==> config.mk <==
export PLATFORM = sky130hd
export DESIGN_NAME = gregorian_date_add_days_core
export DESIGN_NICKNAME = d
export VERILOG_FILES = /design/src/gdadd_pkg.sv /design/src/gdadd_alu.sv /design/src/gregorian_date_add_days_core.sv
export VERILOG_INCLUDE_DIRS = /design/src /design/src/src
export SDC_FILE = /design/constraint.sdc
export NUM_CORES = 1
export LEC_CHECK = 0
export ABC_AREA = 1
export BUFFER_PORTS_ARGS = -buffer_cell sky130_fd_sc_hd__buf_2
export CAP_MARGIN = 0
export CORE_MARGIN = 2
export CORE_UTILIZATION = 30
export CTS_BUF_LIST = sky130_fd_sc_hd__clkbuf_8
export CTS_CLUSTER_DIAMETER = 100
export CTS_CLUSTER_SIZE = 12
export DETAILED_ROUTE_END_ITERATION = 10
export PLACE_DENSITY = 0.53
export SLEW_MARGIN = 10
export SYNTH_ARGS = -nofsm -noshare
export SYNTH_HDL_FRONTEND = slang
export SYNTH_SLANG_ARGS = --single-unit
==> constraint.sdc <==
create_clock -name clk -period 7.4 [get_ports clk]
set_input_delay 0.37 -clock clk [delete_from_list [all_inputs] [get_ports clk]]
set_output_delay 0.37 -clock clk [all_outputs]
set_load 0.01 [all_outputs]
==> src/gregorian_date_add_days_core_assert.svh <==
// ----------------------------------------------------------------------------
// gregorian date add days - assertion macros
// shared assertion forms, clocked on clk and held off while arst_n is low
// ----------------------------------------------------------------------------
`ifndef GREGORIAN_DATE_ADD_DAYS_CORE_ASSERT_SVH
`define GREGORIAN_DATE_ADD_DAYS_CORE_ASSERT_SVH

// same-cycle implication
`define GDADD_ASSERT_NOW(lbl, ante, cons) \
	lbl: assert property (@(posedge clk) disable iff (!arst_n) (ante) |-> (cons)) \
		else $error("gdadd assertion failed");

// next-cycle implication
`define GDADD_ASSERT_NEXT(lbl, ante, cons) \
	lbl: assert property (@(posedge clk) disable iff (!arst_n) (ante) |=> (cons)) \
		else $error("gdadd assertion failed");

`endif

==> src/gdadd_pkg.sv <==
// ----------------------------------------------------------------------------
// gdadd_pkg
// types, constants and calendar tables for the date plus days core
// ----------------------------------------------------------------------------
package gdadd_pkg;

	// field widths
	localparam int DayW   = 5;
	localparam int MonthW = 4;
	localparam int YearW  = 14;
	localparam int CountW = 16;
	localparam int DoyW   = 9;
	// year counter carries one extra bit; leap rules use the separate year modulo 400
	localparam int YearExtW = YearW + 1;
	// shared unit operand width
	localparam int AluW = 17;

	// calendar constants
	localparam int YearDays     = 365;
	localparam int LeapYearDays = 366;
	localparam int LeapFebDays  = 29;
	localparam int Century      = 100;
	localparam int YearCycle    = 400;
	localparam int NumMonths    = 12;
	// restoring reduction of a year modulo 400: 400 << 5 covers 14 bits
	localparam int ModSteps     = 6;

	typedef enum logic [3:0] {
		S_IDLE,
		S_MOD,
		S_DOY,
		S_REM,
		S_CMP,
		S_ADDX,
		S_SUBR,
		S_YEAR,
		S_MON
	} state_t;

	typedef enum logic {
		ALU_ADD,
		ALU_SUB
	} alu_op_t;

	typedef struct packed {
		alu_op_t         op;
		logic [AluW-1:0] a;
		logic [AluW-1:0] b;
	} alu_req_t;

	typedef struct packed {
		logic [AluW-1:0] res;
		logic            ge;
	} alu_rsp_t;

	// days in month by zero-based index, february as common year
	function automatic logic [DayW-1:0] month_len(input logic [MonthW-1:0] idx);
		logic [DayW-1:0] len;
		case (idx)
			4'd1:    len = 5'd28;
			4'd3:    len = 5'd30;
			4'd5:    len = 5'd30;
			4'd8:    len = 5'd30;
			4'd10:   len = 5'd30;
			default: len = 5'd31;
		endcase
		return len;
	endfunction

	// days before the first of month m, leap day included; zero for bad months
	function automatic logic [DoyW-1:0] month_base(input logic [MonthW-1:0] m,
			input logic leap);
		logic [DoyW-1:0] base;
		case (m)
			4'd1:    base = 9'd0;
			4'd2:    base = 9'd31;
			4'd3:    base = 9'd59;
			4'd4:    base = 9'd90;
			4'd5:    base = 9'd120;
			4'd6:    base = 9'd151;
			4'd7:    base = 9'd181;
			4'd8:    base = 9'd212;
			4'd9:    base = 9'd243;
			4'd10:   base = 9'd273;
			4'd11:   base = 9'd304;
			4'd12:   base = 9'd334;
			default: base = 9'd0;
		endcase
		if (leap && m > 4'd2 && m <= 4'(NumMonths))
			base = base + 9'd1;
		return base;
	endfunction

	// leap test from the year modulo 400
	function automatic logic is_leap(input logic [YearW-1:0] r);
		logic by_four;
		logic by_century;
		by_four    = (r[1:0] == 2'd0);
		by_century = (r == YearW'(Century)) || (r == YearW'(2 * Century)) ||
		             (r == YearW'(3 * Century)) || (r == '0);
		return (by_four && !by_century) || (r == '0);
	endfunction

	function automatic logic [DoyW-1:0] year_len(input logic leap);
		return leap ? DoyW'(LeapYearDays) : DoyW'(YearDays);
	endfunction

endpackage

==> src/gdadd_alu.sv <==
// ----------------------------------------------------------------------------
// gdadd_alu
// shared add / subtract-compare unit used by every step of the sequencer but idle
// ----------------------------------------------------------------------------
module gdadd_alu
	import gdadd_pkg::*;
(
	input  alu_req_t req,
	output alu_rsp_t rsp
);

	logic [AluW:0] b_ext;
	logic [AluW:0] sum;

	// a + b, or a - b with the sign bit giving the compare
	always_comb begin
		b_ext = {1'b0, req.b};
		if (req.op == ALU_SUB)
			b_ext = ~b_ext;
		sum     = {1'b0, req.a} + b_ext + {{AluW{1'b0}}, (req.op == ALU_SUB)};
		rsp.res = sum[AluW-1:0];
		rsp.ge  = ~sum[AluW];
	end

endmodule

==> src/gregorian_date_add_days_core.sv <==
// ----------------------------------------------------------------------------
// gregorian_date_add_days_core
// adds a day count to a gregorian date, one shared adder under a sequencer
// ----------------------------------------------------------------------------
//  channel | signals                                    | handshake
//  --------+--------------------------------------------+-----------------------
//  input   | start_day start_month start_year days_to_add | in_valid / in_ready
//  output  | end_day end_month end_year                 | out_valid / out_ready
//
//  an item passes accept, 6 steps reducing the year modulo 400, 3 steps for
//  day of year and remainder, an add step or one step per year crossed plus
//  a last year step, and up to 12 month steps, all but accept on the adder.
//  in_ready is high only while the sequencer is idle; the result sits in an
//  output register, so the next item is taken while it waits to be read.
//  arst_n clears the sequencer and the output valid flag.
// ----------------------------------------------------------------------------
`include "gregorian_date_add_days_core_assert.svh"

module gregorian_date_add_days_core
	import gdadd_pkg::*;
(
	input  logic              clk,
	input  logic              arst_n,
	input  logic              in_valid,
	output logic              in_ready,
	input  logic [DayW-1:0]   start_day,
	input  logic [MonthW-1:0] start_month,
	input  logic [YearW-1:0]  start_year,
	input  logic [CountW-1:0] days_to_add,
	output logic              out_valid,
	input  logic              out_ready,
	output logic [DayW-1:0]   end_day,
	output logic [MonthW-1:0] end_month,
	output logic [YearW-1:0]  end_year
);

	state_t              state_q, state_d;
	logic [DayW-1:0]     day_q;
	logic [MonthW-1:0]   month_q;
	logic [YearExtW-1:0] year_q;
	logic [YearW-1:0]    r400_q;
	logic [CountW-1:0]   x_q;
	logic [DoyW-1:0]     off_q;
	logic [DoyW-1:0]     rem_q;
	logic [2:0]          k_q;
	logic [MonthW-1:0]   mi_q;
	logic                out_valid_q;
	logic [DayW-1:0]     end_day_q;
	logic [MonthW-1:0]   end_month_q;
	logic [YearW-1:0]    end_year_q;

	alu_req_t            alu_req;
	alu_rsp_t            alu_rsp;
	logic                leap;
	logic [DoyW-1:0]     ylen;
	logic [DayW-1:0]     mlen;
	logic                in_fire;
	logic                year_more;
	logic                mon_last;
	logic                finish;
	logic [YearW-1:0]    r400_inc;

	gdadd_alu u_alu (
		.req (alu_req),
		.rsp (alu_rsp)
	);

	// calendar facts for the year being worked on
	assign leap      = is_leap(r400_q);
	assign ylen      = year_len(leap);
	assign mlen      = (mi_q == 4'd1 && leap) ? DayW'(LeapFebDays) : month_len(mi_q);
	assign r400_inc  = (r400_q == YearW'(YearCycle - 1)) ? '0 : r400_q + 1'b1;
	assign in_fire   = in_valid && in_ready;
	assign year_more = alu_rsp.ge && (alu_rsp.res != '0);
	assign mon_last  = !alu_rsp.ge || (alu_rsp.res == '0) ||
	                   (mi_q == MonthW'(NumMonths - 1));

	assign in_ready  = (state_q == S_IDLE);
	assign out_valid = out_valid_q;
	assign end_day   = end_day_q;
	assign end_month = end_month_q;
	assign end_year  = end_year_q;

	// state register
	always_ff @(posedge clk or negedge arst_n) begin
		if (!arst_n)
			state_q <= S_IDLE;
		else
			state_q <= state_d;
	end

	// next state and shared unit operands
	always_comb begin
		state_d = state_q;
		alu_req = '{op: ALU_SUB, a: '0, b: '0};
		finish  = 1'b0;
		unique case (state_q)
			S_IDLE: begin
				if (in_fire)
					state_d = S_MOD;
			end
			S_MOD: begin
				alu_req = '{op: ALU_SUB, a: AluW'(r400_q), b: AluW'(YearCycle) << k_q};
				if (k_q == '0)
					state_d = S_DOY;
			end
			S_DOY: begin
				alu_req = '{op: ALU_ADD, a: AluW'(day_q), b: AluW'(month_base(month_q, leap))};
				state_d = S_REM;
			end
			S_REM: begin
				alu_req = '{op: ALU_SUB, a: AluW'(ylen), b: AluW'(off_q)};
				state_d = S_CMP;
			end
			S_CMP: begin
				alu_req = '{op: ALU_SUB, a: AluW'(rem_q), b: AluW'(x_q)};
				state_d = alu_rsp.ge ? S_ADDX : S_SUBR;
			end
			S_ADDX: begin
				alu_req = '{op: ALU_ADD, a: AluW'(off_q), b: AluW'(x_q)};
				state_d = S_MON;
			end
			S_SUBR: begin
				alu_req = '{op: ALU_SUB, a: AluW'(x_q), b: AluW'(rem_q)};
				state_d = S_YEAR;
			end
			S_YEAR: begin
				alu_req = '{op: ALU_SUB, a: AluW'(x_q), b: AluW'(ylen)};
				if (!year_more)
					state_d = S_MON;
			end
			S_MON: begin
				alu_req = '{op: ALU_SUB, a: AluW'(off_q), b: AluW'(mlen)};
				// hold on the last month until the output register is free
				if (mon_last && (!out_valid_q || out_ready)) begin
					finish  = 1'b1;
					state_d = S_IDLE;
				end
			end
			default: state_d = S_IDLE;
		endcase
	end

	// datapath registers
	always_ff @(posedge clk) begin
		unique case (state_q)
			S_IDLE: begin
				if (in_fire) begin
					day_q   <= start_day;
					month_q <= start_month;
					year_q  <= {1'b0, start_year};
					r400_q  <= start_year;
					x_q     <= days_to_add;
					k_q     <= 3'(ModSteps - 1);
				end
			end
			S_MOD: begin
				if (alu_rsp.ge)
					r400_q <= alu_rsp.res[YearW-1:0];
				k_q <= k_q - 1'b1;
			end
			S_DOY: off_q <= alu_rsp.res[DoyW-1:0];
			S_REM: rem_q <= alu_rsp.ge ? alu_rsp.res[DoyW-1:0] : '0;
			S_CMP: mi_q  <= '0;
			S_ADDX: off_q <= alu_rsp.res[DoyW-1:0];
			S_SUBR: begin
				x_q    <= alu_rsp.res[CountW-1:0];
				year_q <= year_q + 1'b1;
				r400_q <= r400_inc;
			end
			S_YEAR: begin
				if (year_more) begin
					x_q    <= alu_rsp.res[CountW-1:0];
					year_q <= year_q + 1'b1;
					r400_q <= r400_inc;
				end else begin
					off_q <= x_q[DoyW-1:0];
				end
			end
			S_MON: begin
				if (!mon_last) begin
					off_q <= alu_rsp.res[DoyW-1:0];
					mi_q  <= mi_q + 1'b1;
				end
			end
			default: ;
		endcase
	end

	// result register
	always_ff @(posedge clk) begin
		if (finish) begin
			end_day_q   <= off_q[DayW-1:0];
			end_month_q <= mi_q + 1'b1;
			end_year_q  <= year_q[YearW-1:0];
		end
	end

	// output valid flag
	always_ff @(posedge clk or negedge arst_n) begin
		if (!arst_n)
			out_valid_q <= 1'b0;
		else if (finish)
			out_valid_q <= 1'b1;
		else if (out_ready)
			out_valid_q <= 1'b0;
	end

	// checks on the sequencer
	`GDADD_ASSERT_NEXT(a_accept_starts_mod, in_fire, state_q == S_MOD)
	`GDADD_ASSERT_NOW(a_year_reduced, state_q == S_YEAR, r400_q < YearW'(YearCycle))
	`GDADD_ASSERT_NOW(a_month_in_range, state_q == S_MON, mi_q < MonthW'(NumMonths))
	`GDADD_ASSERT_NEXT(a_finish_sets_valid, finish, out_valid_q && state_q == S_IDLE)

endmodule

==> results summary <==
The number of flops mapped to enable cells by yosys is a little over 100. The path with the worst hold slack has its endpoint at day_q[2]. Setup repair after global routing left no endpoint under its margin. The via count of the first global-routing pass came to between 6000 and 7000. Sorting the synthesized cells by area gives the leading types as sky130_fd_sc_hd__edfxtp_1 40%, sky130_fd_sc_hd__nand2_1 11%, sky130_fd_sc_hd__ha_1 6.0%.

The detailed-route via count is around 6600. Measured along the x axis, the die boundary spans roughly 160 um. Buffers added to address setup during post-CTS repair amount to 0. The H-tree level count is 4.

The reg-to-reg critical path endpoint is off_q[5]. The iteration-0 DRC count of the detailed router is ~500. The clock latency on the worst-skew pair came out at around 0.46 ns. The number of nets still failing antenna checks after routing came out at 0. The total length of routed wires is ~23000 um.

The floorplan die height came out at ~160 um. TritonCTS built the clock tree. The clock root buffer master is sky130_fd_sc_hd__clkbuf_8. The synthesized netlist contains between 40 and 50 unique library cells. The final routed DRC violation total is 0. The maximum fanout along the worst path came out at 14. The post-synthesis sequential area ratio is between 40 and 50%. The run finished with clean final reports. The critical path in this run is classified as reg2reg. The worst setup slack for register-to-register paths came out at about 1.8 ns. The global-route wire length before repair is 35500 um.

The placement row count is 58. The proportion of synthesized flip-flops having asynchronous set or reset came out at 4.348%. The final number of setup-violating endpoints is 0. In this run, post-CTS repair resized a total of 0 instances. The data arrival time at the worst-slack endpoint is approximately 5.6 ns.

For the worst setup path, the data required time is approximately 7.5 ns. The total of max-cap violations came out at 0. The actual transition at the worst max-transition pin came out at roughly 1.0 ns. The number of antenna repair diodes came out at 0.

The tightest slew margin relative to the limit came out at between 30% and 40%. The number of cells on the worst reg-to-reg path came out at 24. The deepest clock path buffer count is 2.

The layout filler cell count came out at approximately 2700. The element type at the critical path start is a flop. TritonCTS created 17 clock buffers. Entering global routing, the biggest net connects between 50 and 60 pins. Once the floorplan was initialized, standard cells occupied 30.28% of the core. The detail-routed net length per standard cell is about 17 um.

The register bit count reported by yosys is 115. The fraction of final layout cells sized beyond drive strength 1 came out at around 16%. Summing the areas of all fa, ha and maj instances in the mapped netlist gives around 6.2% of the synthesized area. The via density per instance is 4.972. The synthesized netlist devotes 13.36% of its cell area to compound gates. The startpoint of the most critical register-to-register path is state_q[3].

The endpoint class of the critical path is a flop. The most used flip-flop cell after synthesis is sky130_fd_sc_hd__edfxtp_1. The slowest stage of the critical path is the sky130_fd_sc_hd__a21oi_1 cell. Walking the worst path, the cells encountered are nor2_1 > nand2_1 > nor2_1 > buf_4 > inv_1 > o211ai_1 > xor2_1 > ha_1 > a21oi_1 > nand2_1 > a21oi_1 > xor2_1 > inv_1 > nor3_1 > nand4_1 > nor2_1 > nand3_1 > nor2_1 > nand2_1 > nor2_2 > nand3_2 > nand3_2 > nand2_1 > a21oi_1. The final layout net count is around 1100. The worst hold slack after final layout came out at roughly 0.08 ns. The global-route usage over all layers came out at ~18%. The number of max-slew violations in the final report is 0.

The area overhead of the layout relative to synthesis came out at 15.73%. The detailed-router iteration count before antenna repair came out at 5. The accumulated negative setup slack came out at 0 ns. The wire-length estimate of the detail-placed layout is roughly 17000 um.

Of the available clock period, the critical path in the final layout requires 75.22%. The final critical path time including I/O delays and setup came out at 5.566 ns. The proportion of netlist area held by the largest area contributor came out at 40.13%. The count of clock tree sinks came out at 115.

The total standard cell area after synthesis came out at between 7000 and 8000 um2. The placeable core area is 24960 um2. The longest individual stage delay on the worst path is just under 0.8 ns. In this run the count of I/O pins placed on the die edge is 68.

The count of input and output buffers came out at 67. The total overflow left after global routing is 0. The number of antenna violations at the first check in global routing was 0. The main combinational cell family by area after synthesis is simple AND/OR/NAND/NOR gates. The highest attainable clock frequency is about 180 MHz. The final hold violation count is 0.

The congestion estimate from routability-driven global placement came to just over 0.9. The post-synthesis simple-gate area fraction is 24.27%. The number of nets handed over by synthesis was roughly 1000.

The floorplan die area is around 26000 um2. The library cell with the largest summed area after synthesis is sky130_fd_sc_hd__edfxtp_1. The fraction of synthesized cell area in xor and xnor cells came out at under 10%. Along the worst hold path, the cell count comes to 1. The synthesized instance count is between 900 and 1000. The clock transition at the register clock pins on the worst setup and hold paths after CTS came out at ~0.080 ns. Measured against the total synthesized area, the mux share comes to 0%. The tightest min-delay check is of the in2reg type. During synthesis, Yosys emitted a total of 0 warnings.

A synthesized cell averages 8.297 um2. The worst clock skew came out at between 0.015 and 0.02 ns. The hold path startpoint is start_day[2].
-- cell usage after synthesis, types with 8 or more instances --
cell                       instances
sky130_fd_sc_hd__ha_1             36
sky130_fd_sc_hd__o21ai_0          62
sky130_fd_sc_hd__nand3_1          41
sky130_fd_sc_hd__nand3_2          11
sky130_fd_sc_hd__inv_1           119
sky130_fd_sc_hd__clkbuf_1         17
sky130_fd_sc_hd__dfxtp_1           9
sky130_fd_sc_hd__nor2_1           64
sky130_fd_sc_hd__a221oi_1          8
sky130_fd_sc_hd__inv_2            16
sky130_fd_sc_hd__nor3_1           13
sky130_fd_sc_hd__nand2_2           8
sky130_fd_sc_hd__edfxtp_1        101
sky130_fd_sc_hd__nand4_1          11
sky130_fd_sc_hd__xor2_1           31
sky130_fd_sc_hd__o22ai_1          15
sky130_fd_sc_hd__nand2_1         223
sky130_fd_sc_hd__a21oi_1          38
sky130_fd_sc_hd__o211ai_1         10
-- worst max path at each step --
stage | from | cells past startpoint | endpoint | slack, ns
6_report | state_q[3] | 24 | off_q[5] | 1.83
5_1_grt | r400_q[2] | 29 | off_q[5] | 1.16
4_1_cts | r400_q[2] | 29 | off_q[5] | 1.80
3_5_place_dp | r400_q[2] | 29 | off_q[0] | 1.81
3_3_place_gp | r400_q[2] | 29 | off_q[4] | 1.81
2_1_floorplan | state_q[3] | 26 | x_q[0] | 1.93
-- layout make-up --
| cell class | instances | area (um2) | share of cell area (%) |
|---|---|---|---|
| inverters | 136 | 510.5 | 5.836 |
| repair buffers | 79 | 427.9 | 4.892 |
| well taps | 330 | 412.9 | 4.720 |
| clock buffers | 19 | 261.5 | 2.990 |
| clock inverters | 13 | 143.9 | 1.645 |
| flip-flops and latches | 115 | 3338 | 38.16 |
| multi-input cells | 641 | 3652 | 41.75 |
-- timing repair --
| item | 4_1_cts | 5_1_grt |
|---|---|---|
| hold buffers | 1 | 0 |
| endpoints found under the setup margin | 0 | 0 |
| endpoints found under the hold margin | 5 | 0 |
-- kinds of logic after synthesis --
kind of cell	after synthesis
flops	115
fa+ha+maj	37
simple gates	400
buf+inv	155
xor+xnor	37
compound gates	167
-- per-stage QoR --
| stage | instance area (um2) | worst slack [ns] | cells | utilization [%] |
|---|---|---|---|---|
| finish | 8747 | 1.834 | 1333 | 35.04 |
| global route | 8747 | 1.158 | 1333 | 35.04 |
| CTS | 8747 | 1.804 | 1333 | 35.04 |
| detailed placement | 8332 | 1.810 | 1300 | 33.38 |
| global placement | 8332 | 1.809 | 1300 | 33.38 |
| floorplan | 7559 | 1.933 | 911 | - |
-- critical path, delay by kind of cell (launching register included) --
family / cells / cell delay [ns]
AOI/OAI and AO/OA: 4 / 1.37
xor gates and xnor gates: 2 / 0.43
adders and majority gates: 1 / 0.30
buffers and inverters: 3 / 0.66
and+or+nand+nor: 14 / 1.98
DFF: 1 / 0.42
-- cell usage in the layout (no fill, tap or decap), drive strengths merged, types with 31 or more instances in the layout --
cell type and instances:
a21oi 39, nand3 54, inv 138, nor2 75, nand2 233, xor2 31, buf 78, edfxtp 101
o21ai 65, ha 36
-- registers in the layout (all words and copies together), names as in the netlist, named ones only --
| name | count |
|---|---|
| rem_q | 9 |
| mi_q | 4 |
| end_year | 14 |
| out_valid | 1 |
| day_q | 5 |
| r400_q | 14 |
| off_q | 9 |
| x_q | 16 |
| k_q | 3 |
| end_day | 5 |
| month_q | 4 |
| state_q | 4 |
| year_q | 14 |
| end_month | 4 |
-- metal layers --
layer / GRT usage [%] / up-vias / part of all wire, %
li1: - / 3247 / -
met1: 22.83 / 3074 / 43
met2: 28.78 / 255 / 46
met3: 4.100 / 52 / 7.8
met4: 6.879 / 0 / 2.7
met5: 0 / - / 0
Power is left out: the tool's default activity adds up to more than one toggle a clock period on the data nets, which glitch-free logic cannot reach.
